--- config.mk ---
export PLATFORM = sky130hd
export DESIGN_NAME = nonlinear_4bit_dequantizer_unit
export DESIGN_NICKNAME = d
export VERILOG_FILES = /design/src/rtl/n4dq_pkg.sv /design/src/rtl/n4dq_lane.sv /design/src/rtl/nonlinear_4bit_dequantizer_unit.sv
export SDC_FILE = /design/constraint.sdc
export NUM_CORES = 1
export LEC_CHECK = 0
export BUFFER_PORTS_ARGS = -buffer_cell sky130_fd_sc_hd__clkbuf_2
export CORE_MARGIN = 1.5
export CORE_UTILIZATION = 35
export DETAILED_ROUTE_END_ITERATION = 10
export PLACE_DENSITY = 0.61
export SLEW_MARGIN = 10
export SYNTH_ARGS = -nofsm -noshare
export SYNTH_HDL_FRONTEND = slang
export SYNTH_SLANG_ARGS = --single-unit
--- constraint.sdc ---
create_clock -name clk -period 7.1 [get_ports clk]
set_clock_uncertainty 0.1 [all_clocks]
set_input_delay 0.355 -clock clk [delete_from_list [all_inputs] [get_ports clk]]
set_output_delay 0.355 -clock clk [all_outputs]
set_load 0.005 [all_outputs]
--- src/rtl/n4dq_pkg.sv ---
`default_nettype none
package n4dq_pkg;

  typedef struct packed {
    logic [15:0] scale;
    logic [7:0]  packed_byte;
    logic [3:0]  byte_position;
  } in_beat_t;

  typedef struct packed {
    logic [15:0] low_weight;
    logic [4:0]  low_index;
    logic [15:0] high_weight;
    logic [4:0]  high_index;
  } out_beat_t;

  localparam logic [0:0] RegCodebookLow  = 1'b0;
  localparam logic [0:0] RegCodebookHigh = 1'b1;

  localparam logic [15:0] QuietNan = 16'h7e00;
  localparam logic [15:0] QuietBit = 16'h0200;
  localparam logic [14:0] InfMag   = 15'h7c00;

  // stage 1 to stage 2 bundle of one lane
  typedef struct packed {
    logic        special;
    logic [15:0] special_val;
    logic        sign;
    logic [17:0] prod;
    logic [5:0]  ex_b;     // exponent offset ex + 25 (1..31)
  } mul_st_t;

  // stage 2 to stage 3 bundle of one lane
  typedef struct packed {
    logic        special;
    logic [15:0] special_val;
    logic        sign;
    logic        zero;
    logic [17:0] prod;
    logic [6:0]  tgt;      // 1..38
    logic [5:0]  rsh;      // right shift amount (0 if left)
    logic [5:0]  lsh;      // left shift amount
  } nrm_st_t;

endpackage
`default_nettype wire

--- src/rtl/n4dq_lane.sv ---
`default_nettype none
module n4dq_lane (
  input  wire              clk,
  input  wire [15:0]       scale,
  input  wire signed [7:0] code,
  input  wire              adv1,
  input  wire              adv2,
  input  wire              adv3,
  output logic [15:0]      weight
);
  import n4dq_pkg::*;

  // stage 1: unpack, special cases, multiply
  logic        s_sign;
  logic [4:0]  s_exp;
  logic [9:0]  s_man;
  logic [7:0]  k_abs;
  logic [10:0] sig;
  mul_st_t     m_d, m_q;

  always_comb begin
    s_sign = scale[15];
    s_exp  = scale[14:10];
    s_man  = scale[9:0];
    k_abs  = code[7] ? 8'(-code) : 8'(code);
    sig    = (s_exp == 5'd0) ? {1'b0, s_man} : {1'b1, s_man};
    m_d.sign = s_sign ^ code[7];
    m_d.prod = 18'(sig) * 18'(k_abs);
    m_d.ex_b = (s_exp == 5'd0) ? 6'd1 : {1'b0, s_exp};
    m_d.special = (s_exp == 5'h1f);
    if (s_man != 10'd0)
      m_d.special_val = scale | QuietBit;
    else if (k_abs == 8'd0)
      m_d.special_val = QuietNan;
    else
      m_d.special_val = {m_d.sign, InfMag};
  end

  always_ff @(posedge clk) begin
    if (adv1) m_q <= m_d;
  end

  // stage 2: leading one and shift amount
  logic [4:0] n;
  logic [6:0] be;
  logic [6:0] tgt;
  logic [6:0] sh;
  nrm_st_t    r_d, r_q;

  always_comb begin
    n = 5'd0;
    for (int i = 0; i < 18; i++) begin
      if (m_q.prod[i]) n = 5'(i);
    end
    // be = n + ex + 15 = n + ex_b - 10
    be  = 7'(n) + 7'(m_q.ex_b) - 7'd10;
    tgt = (be[6] || be == 7'd0) ? 7'd1 : be;
    // sh = tgt - 25 - ex = tgt - ex_b
    sh  = tgt - 7'(m_q.ex_b);
    r_d.special     = m_q.special;
    r_d.special_val = m_q.special_val;
    r_d.sign        = m_q.sign;
    r_d.zero        = (m_q.prod == 18'd0);
    r_d.prod        = m_q.prod;
    r_d.tgt         = tgt;
    r_d.rsh         = sh[6] ? 6'd0 : 6'(sh);
    r_d.lsh         = sh[6] ? 6'(-sh) : 6'd0;
  end

  always_ff @(posedge clk) begin
    if (adv2) r_q <= r_d;
  end

  // stage 3: shift, round, pack
  logic [17:0] q;
  logic [17:0] rem;
  logic [17:0] half;
  logic [17:0] mask;
  logic [17:0] tot;
  logic [15:0] w_d;

  always_comb begin
    mask = (18'd1 << r_q.rsh) - 18'd1;
    rem  = r_q.prod & mask;
    half = (r_q.rsh == 6'd0) ? 18'd0 : (18'd1 << (r_q.rsh - 6'd1));
    if (r_q.rsh != 6'd0) begin
      q = r_q.prod >> r_q.rsh;
      if (rem > half || (rem == half && q[0])) q = q + 18'd1;
    end else begin
      q = r_q.prod << r_q.lsh;
    end
    tot = {r_q.tgt[6:0] - 7'd1, 10'd0} + q;
    if (r_q.special)
      w_d = r_q.special_val;
    else if (r_q.zero)
      w_d = {r_q.sign, 15'd0};
    else if (tot >= 18'h7c00)
      w_d = {r_q.sign, InfMag};
    else
      w_d = {r_q.sign, tot[14:0]};
  end

  always_ff @(posedge clk) begin
    if (adv3) weight <= w_d;
  end
endmodule
`default_nettype wire

--- src/rtl/nonlinear_4bit_dequantizer_unit.sv ---
`default_nettype none
// Dequantizes one packed byte of 4-bit codebook indices per clock. A beat is
// taken whenever start is high (busy is always low), and both fp16 weights
// come out on the result ports with done high for exactly one cycle; the
// receiver cannot stall, so results are never held back. Each lane has three
// pipeline stages: multiply, leading one search, and shift/round/pack.
// Throughput is one beat per cycle. The codebook lives in two 64-bit
// registers at byte addresses 0 and 8 and must only be rewritten while no
// beat is in flight.
module nonlinear_4bit_dequantizer_unit (
  input  wire                   clk,
  input  wire                   rst,
  input  wire                   start,
  output logic                  busy,
  input  wire n4dq_pkg::in_beat_t  in_beat,
  output logic                  done,
  output n4dq_pkg::out_beat_t   out_beat,
  input  wire                   psel,
  input  wire                   penable,
  input  wire                   pwrite,
  input  wire [3:0]             paddr,
  input  wire [63:0]            pwdata,
  output logic [63:0]           prdata,
  output logic                  pready
);
  import n4dq_pkg::*;

  logic [63:0] codebook_low;
  logic [63:0] codebook_high;
  logic        reg_sel;

  assign busy    = 1'b0;
  assign pready  = 1'b1;
  assign reg_sel = paddr[3];

  // config writes
  always_ff @(posedge clk) begin
    if (rst) begin
      codebook_low  <= 64'd0;
      codebook_high <= 64'd0;
    end else if (psel && penable && pwrite) begin
      if (paddr[2:0] == 3'd0 && reg_sel == RegCodebookLow) codebook_low <= pwdata;
      if (paddr[2:0] == 3'd0 && reg_sel == RegCodebookHigh) codebook_high <= pwdata;
    end
  end

  always_comb begin
    prdata = 64'd0;
    if (paddr[2:0] == 3'd0) prdata = (reg_sel == RegCodebookHigh) ? codebook_high : codebook_low;
  end

  // codebook lookup at entry
  logic [3:0]        lo_idx, hi_idx;
  logic [63:0]       lo_word, hi_word;
  logic signed [7:0] lo_code, hi_code;

  always_comb begin
    lo_idx  = in_beat.packed_byte[3:0];
    hi_idx  = in_beat.packed_byte[7:4];
    lo_word = lo_idx[3] ? codebook_high : codebook_low;
    hi_word = hi_idx[3] ? codebook_high : codebook_low;
    lo_code = lo_word[{lo_idx[2:0], 3'd0} +: 8];
    hi_code = hi_word[{hi_idx[2:0], 3'd0} +: 8];
  end

  // valid and position travel alongside the lanes
  logic [2:0] vld;
  logic [3:0] pos1, pos2, pos3;

  always_ff @(posedge clk) begin
    if (rst) vld <= 3'd0;
    else     vld <= {vld[1:0], start};
  end

  always_ff @(posedge clk) begin
    if (start)  pos1 <= in_beat.byte_position;
    if (vld[0]) pos2 <= pos1;
    if (vld[1]) pos3 <= pos2;
  end

  logic [15:0] lo_w, hi_w;

  n4dq_lane u_lo (
    .clk(clk), .scale(in_beat.scale), .code(lo_code),
    .adv1(start), .adv2(vld[0]), .adv3(vld[1]), .weight(lo_w)
  );

  n4dq_lane u_hi (
    .clk(clk), .scale(in_beat.scale), .code(hi_code),
    .adv1(start), .adv2(vld[0]), .adv3(vld[1]), .weight(hi_w)
  );

  // result beat: low weight, low index, high weight, high index
  assign done     = vld[2];
  assign out_beat = {lo_w, 1'b0, pos3, hi_w, 1'b1, pos3};
endmodule
`default_nettype wire

# Yosys cells after proc, flatten, opt, wreduce, memory -nomap -nowiden
# Cells that the tools add are included.
# word_totals
register_bits	363
out_inout_bits	109
# op_classes
addsub	20
n_mul	2
n_lt_le_gt_ge	4
n_eq_ne	3
n_shift	10
n_mux	59
bitwise_logic	5
n_reduce_logical	25
# op_table
cell	count
two-way mux 64 bit	4
indexed part select 64 x 7 -> 8 bit	2
two-way mux 18 bit	6
two-way mux 16 bit	6
<< shifter 1 x 6 -> 18 bit, first input constant	4
two-way mux 4 bit	16
two-way mux 15 bit	4
adder 17 x 18 -> 18 bit	2
adder 18 x 1 -> 18 bit, second input constant	2
bitwise AND 18 bit	2
equality test 18 bit	2
>= comparator 18 x 15 -> 1 bit, second input constant	2
> comparator 18 bit	2
logical NOT 18 bit	2
multiplier 11 x 8 -> 18 bit	2
<< shifter 18 x 6 -> 18 bit	2
>> shifter 18 x 6 -> 18 bit	2
subtractor 18 x 1 -> 18 bit, second input constant	2
two-way mux 3 bit	8
two-way mux 5 bit	4
logical NOT 8 bit	2
two-way mux 8 bit	2
negation 8 bit	2
adder 5 x 6 -> 7 bit	2
other kinds (21)	44

# Depth between registers and ports, before layout
# logic_depth
word_depth	24
ltp_mapped	35

# Hierarchy
# From an unflattened synthesis, not the netlist that was laid out.
# unflattened
hier_cells	3100
area_unflattened_um2	30003.8
# by_module_without_submodules
module	n_inst	cells_per_inst	area_per_inst_um2	seq_area_each_um2
n4dq_lane at u_lo	1	1146	11030.6	3393.3
n4dq_lane at u_hi	1	1117	11010.6	3393.3
nonlinear_4bit_dequantizer_unit	1	837	7962.6	2982.9

# Worst setup path before layout
# OpenSTA, ideal clock, no wires.
# synth_timing
kind	input port to flip-flop
startpoint	input in_beat[4] (netlist bit)
endpoint	register u_lo.m_q[23] (netlist bit), data pin
t_arrival_ps	6625
required_time_ps	6740
slack_ps	115
stages	26
n_path_buf	3
cell_sequence	buf_6 -> buf_2 -> mux4_2 -> mux4_2 -> clkbuf_1 -> inv_1 -> ha_1 -> a21oi_1 -> xnor2_1 -> and2b_1 -> fa_1 -> inv_1 -> fa_1 -> inv_1 -> fa_1 -> inv_1 -> fa_1 -> inv_1 -> ha_1 -> a21boi_0 -> o21a_1 -> o31ai_1 -> o21ai_0 -> o41ai_1 -> o21ai_0 -> xnor2_1
# synth_lines
item	line_no	source
from (decl)	nonlinear_4bit_dequantizer_unit.sv:15	input wire n4dq_pkg::in_beat_t in_beat,
to (signal assigned)	n4dq_lane.sv:40	if (adv1) m_q <= m_d;
to (decl)	n4dq_lane.sv:19	mul_st_t m_d, m_q;

# Worst setup path in the final report
# layout_timing
startpoint	register u_hi.r_q[8] (netlist bit)
endpoint	register u_hi.weight[4], data pin
# layout_via
elab_chain_len	13
word_cells_on_any_way	21
cone_classes	add/sub: 4; order compare: 2; eq/ne: 1; shift: 3; mux: 6; bitwise: 1; reduce/logical: 4
# layout_lines
item	line_no	source
from (decl)	n4dq_lane.sv:48	nrm_st_t r_d, r_q;
from (signal assigned)	n4dq_lane.sv:71	if (adv2) r_q <= r_d;
branches (longest 7 deep; another with subtractor 18 x 1 -> 18 bit)	--	
two-way mux 18 bit (*)	n4dq_lane.sv:86	if (r_q.rsh != 6'd0) begin
adder 17 x 18 -> 18 bit (*)	n4dq_lane.sv:92	tot = {r_q.tgt[6:0] - 7'd1, 10'd0} + q;
>= comparator 18 x 15 -> 1 bit	n4dq_lane.sv:97	else if (tot >= 18'h7c00)
two-way mux 15 bit (*)	n4dq_lane.sv:97	
two-way mux 15 bit (*)	n4dq_lane.sv:95	else if (r_q.zero)
two-way mux 16 bit (*)	n4dq_lane.sv:93	if (r_q.special)
named net u_hi.w_d[4]	n4dq_lane.sv:80	logic [15:0] w_d;
to (signal assigned)	n4dq_lane.sv:104	if (adv3) weight <= w_d;
to (decl)	n4dq_lane.sv:9	output logic [15:0] weight
# Mark *: on every way through the listed nets, which the timed path passes.
# A chain may end at the register's enable or synchronous reset.

==> results.ini <==
[timing]
finalSetupTns_ns = 0
setup_viol = 0
drv_slew = 0
period_share_pct = 93.83
hold_violations = 0
fmax_ghz = 0.1501
rsz0062_at_grt = no
tightestPinTransition_ns = 1.112
max_slew_margin_pct = 23.95
period_minus_slack_ns = 6.662

[floorplanning]
num_rows = 103
dieArea_um2 = 82110
start_util_pct = 35.50
ios = 211
core_region_area_um2 = 79260
die_y_um = 286.5
die_w_um = 286.5

[worst_hold_path]
hold_end = u_hi.m_q[24]
hold_start = in_beat[27]
min_path_cells = 2
hold_path.class = in -> reg

[critical_path]
crit_type = reg -> reg
worst_path_max_delay_cell = or4_1
reg2reg_setup_slack_ns = 0.44
startpoint_type = register
critPathMaxFanout = 15
crit_top_cell = ha_1
cp-end-kind = register
startpoint = u_hi.r_q[8]
critPathRequiredTime_ns = 7.33
reg2reg_to = u_hi.weight[4]
reg2reg_from = u_hi.r_q[8]
rr_worst_depth = 25
cp.arrival_ns = 6.89
critPathMaxStageDelay_ns = 0.63

[cts]
cts_buffer_depth = 3
clock_latency_ns = 0.59
cts_made_buffers = 38
clk_pin_slew_worst_paths_ns = 0.06
cts_sinks = 334
cts_tree = built
clockRootBuffer = clkbuf_16
htreeDepth = 2

[synthesis]
ys.warnings.count = 0
yosysUniqueCellTypes = 101
yosys_most_used_dff = edfxtp_1
async_flop_share_pct = 0
synth-seq-cells = 334
synth.avg_cell_area_um2 = 9.506
ys_seq_area_share_pct = 30.98
syn_inst = 2960
synth_edf_count = 203
netlist_area_um2 = 28140

[power_and_ir_drop]
power_density_nw_per_um2 = 199.0
ir_drop_v = 0.0002077
total_power_mw = 6.428
leakage_nw = 12.56

[cells_and_area]
num-fill-cells = 7810
finalInstanceArea_um2 = 32300
drive_gt1_share_pct = 16.69
fin_nets = 3532
final_cell_mix = nand2_1 (451), a21oi_1 (225), inv_1 (208)
area_delta_synth_final_pct = 14.78
antenna_cells = 0
layout_commonest_cell = nand2_1

[global_routing]
grt_use_met3_pct = 3.156
grt_overflow = 0
grt_use_met1_pct = 27.08
grt_pass1_vias = 22350
grt_pass1_wl_mm = 129.1
grt_util_met2_pct = 32.52
grt_max_degree = 87
grtUsageTotal_pct = 19.83
antenna_found_initial = 4
busiest_layer = met2

[placement]
gp_congestion = 0.9259
io_buffers = 206
postPlaceCellArea_um2 = 30180
hpwlAfterDp_mm = 61.50

[detailed_routing]
vias = 23180
routed_wl_mm = 82.81
wl_per_cell_um = 19.54
drt-pass1-iter-count = 8
antenna_left = 0
drt_iter0_markers = 2012
drc = 0
detail_route.vias_per_cell = 5.470

[outcome]
outcome = finished, final reports clean

[flow_run]
maxCapViolCount = 0

-- cell families after synthesis --
kind of cell,Yosys count,synth area share [%]
muxes,224,13.14
adders and majority gates,272,15.08
DFF,334,30.98
other,2,0.02669
AOI/OAI and AO/OA,575,13.46
and+or+nand+nor,1035,17.78
xor gates and xnor gates,110,3.477
buffers and inverters,408,6.043
-- metal layers --
layer | vias to the layer above | share of wire [%]
met5 | - | 0.040
met4 | 6 | 2.6
met3 | 128 | 7.2
met2 | 909 | 47
met1 | 11180 | 44
li1 | 10960 | -
-- state kept, by name, indices dropped and copies added, names as in the netlist --
signal	flops
codebook_high	64
codebook_low	64
pos1	4
pos2	4
pos3	4
u_hi.m_q	35
u_hi.r_q	41
u_hi.weight	16
u_lo.m_q	27
u_lo.r_q	56
u_lo.weight	16
vld	3
-- power breakdown --
group / leakage [nW] / internal (mW) / switching (mW)
logic: 8.89 / 0.800 / 1.13
clock network: 0.662 / 1.27 / 0.882
registers: 3.01 / 2.20 / 0.148
-- cell usage after synthesis, types with 14 or more instances --
| cell type | count | area share (%) |
|---|---|---|
| a21o_1 | 17 | 0.45 |
| and2_1 | 61 | 1.4 |
| nand3_1 | 54 | 0.96 |
| xor2_1 | 35 | 1.1 |
| nand2_1 | 451 | 6.0 |
| fa_1 | 112 | 8.0 |
| ha_1 | 160 | 7.1 |
| o21ai_0 | 73 | 1.3 |
| xnor2_1 | 73 | 2.3 |
| clkbuf_1 | 125 | 1.7 |
| nor3_1 | 65 | 1.2 |
| nor4_1 | 24 | 0.53 |
| mux4_2 | 107 | 8.6 |
| buf_4 | 14 | 0.37 |
| nor2_1 | 139 | 1.9 |
| edfxtp_1 | 203 | 22 |
| buf_2 | 17 | 0.30 |
| o22ai_1 | 25 | 0.56 |
| dfxtp_1 | 131 | 9.3 |
| buf_1 | 27 | 0.36 |
| mux2_2 | 41 | 1.6 |
| nand2b_1 | 43 | 0.96 |
| a22o_1 | 78 | 2.4 |
| a21oi_1 | 225 | 4.0 |
| inv_1 | 208 | 2.8 |
| mux2i_1 | 72 | 2.6 |
| nor2b_1 | 87 | 1.9 |
| or3_1 | 21 | 0.47 |
| nand4_1 | 19 | 0.42 |
-- worst max path at each step --
stage	end	cells after the start
3_3_place_gp	u_lo.m_q[23]	23
6_report	u_hi.weight[4]	25
4_1_cts	u_lo.weight[8]	27
2_1_floorplan	u_lo.m_q[23]	26
3_5_place_dp	u_lo.m_q[23]	23
5_1_grt	u_lo.weight[5]	30
-- metrics by stage --
step           util, %  hold WS [ns]  std cells  setup WS [ns]
2_1_floorplan        -        0.3003       2964         0.1149
3_3_place_gp     38.08        0.3007       4093         0.2039
3_5_place_dp     38.08        0.3045       4093        0.09158
4_1_cts          40.71       0.05126       4235         0.3123
5_1_grt          40.75        0.1041       4237        0.08527
6_report         40.75       0.08432       4237         0.4383
-- critical path: cells and delay by family (launching register included) --
kind                     cells  cell delay (ns)
AND/OR/NAND/NOR              9             2.61
flip-flops                   1             0.37
adder cells (fa/ha/maj)      4             1.21
AO/OA/AOI/OAI                7             1.53
buffers and inverters        3             0.35
XOR/XNOR                     2             0.27
-- layout make-up --
class,instances,area [µm²],area share (%)
clock inverter,23,362.8,1.124
timing repair buffer,347,2327,7.206
inverter,215,807.0,2.499
clock buffer,46,991.0,3.068
sequential,334,8723,27.01
multi-input combinational,2222,17770,55.02
tap,1050,1314,4.068
-- repair_timing --
item,CTS,global route
setup endpoints to repair,0,15
setup buffers,0,2
hold endpoints to repair,142,0
gates resized for setup,0,3
hold buffers,73,0
Power figures use the tool's default switching activity.
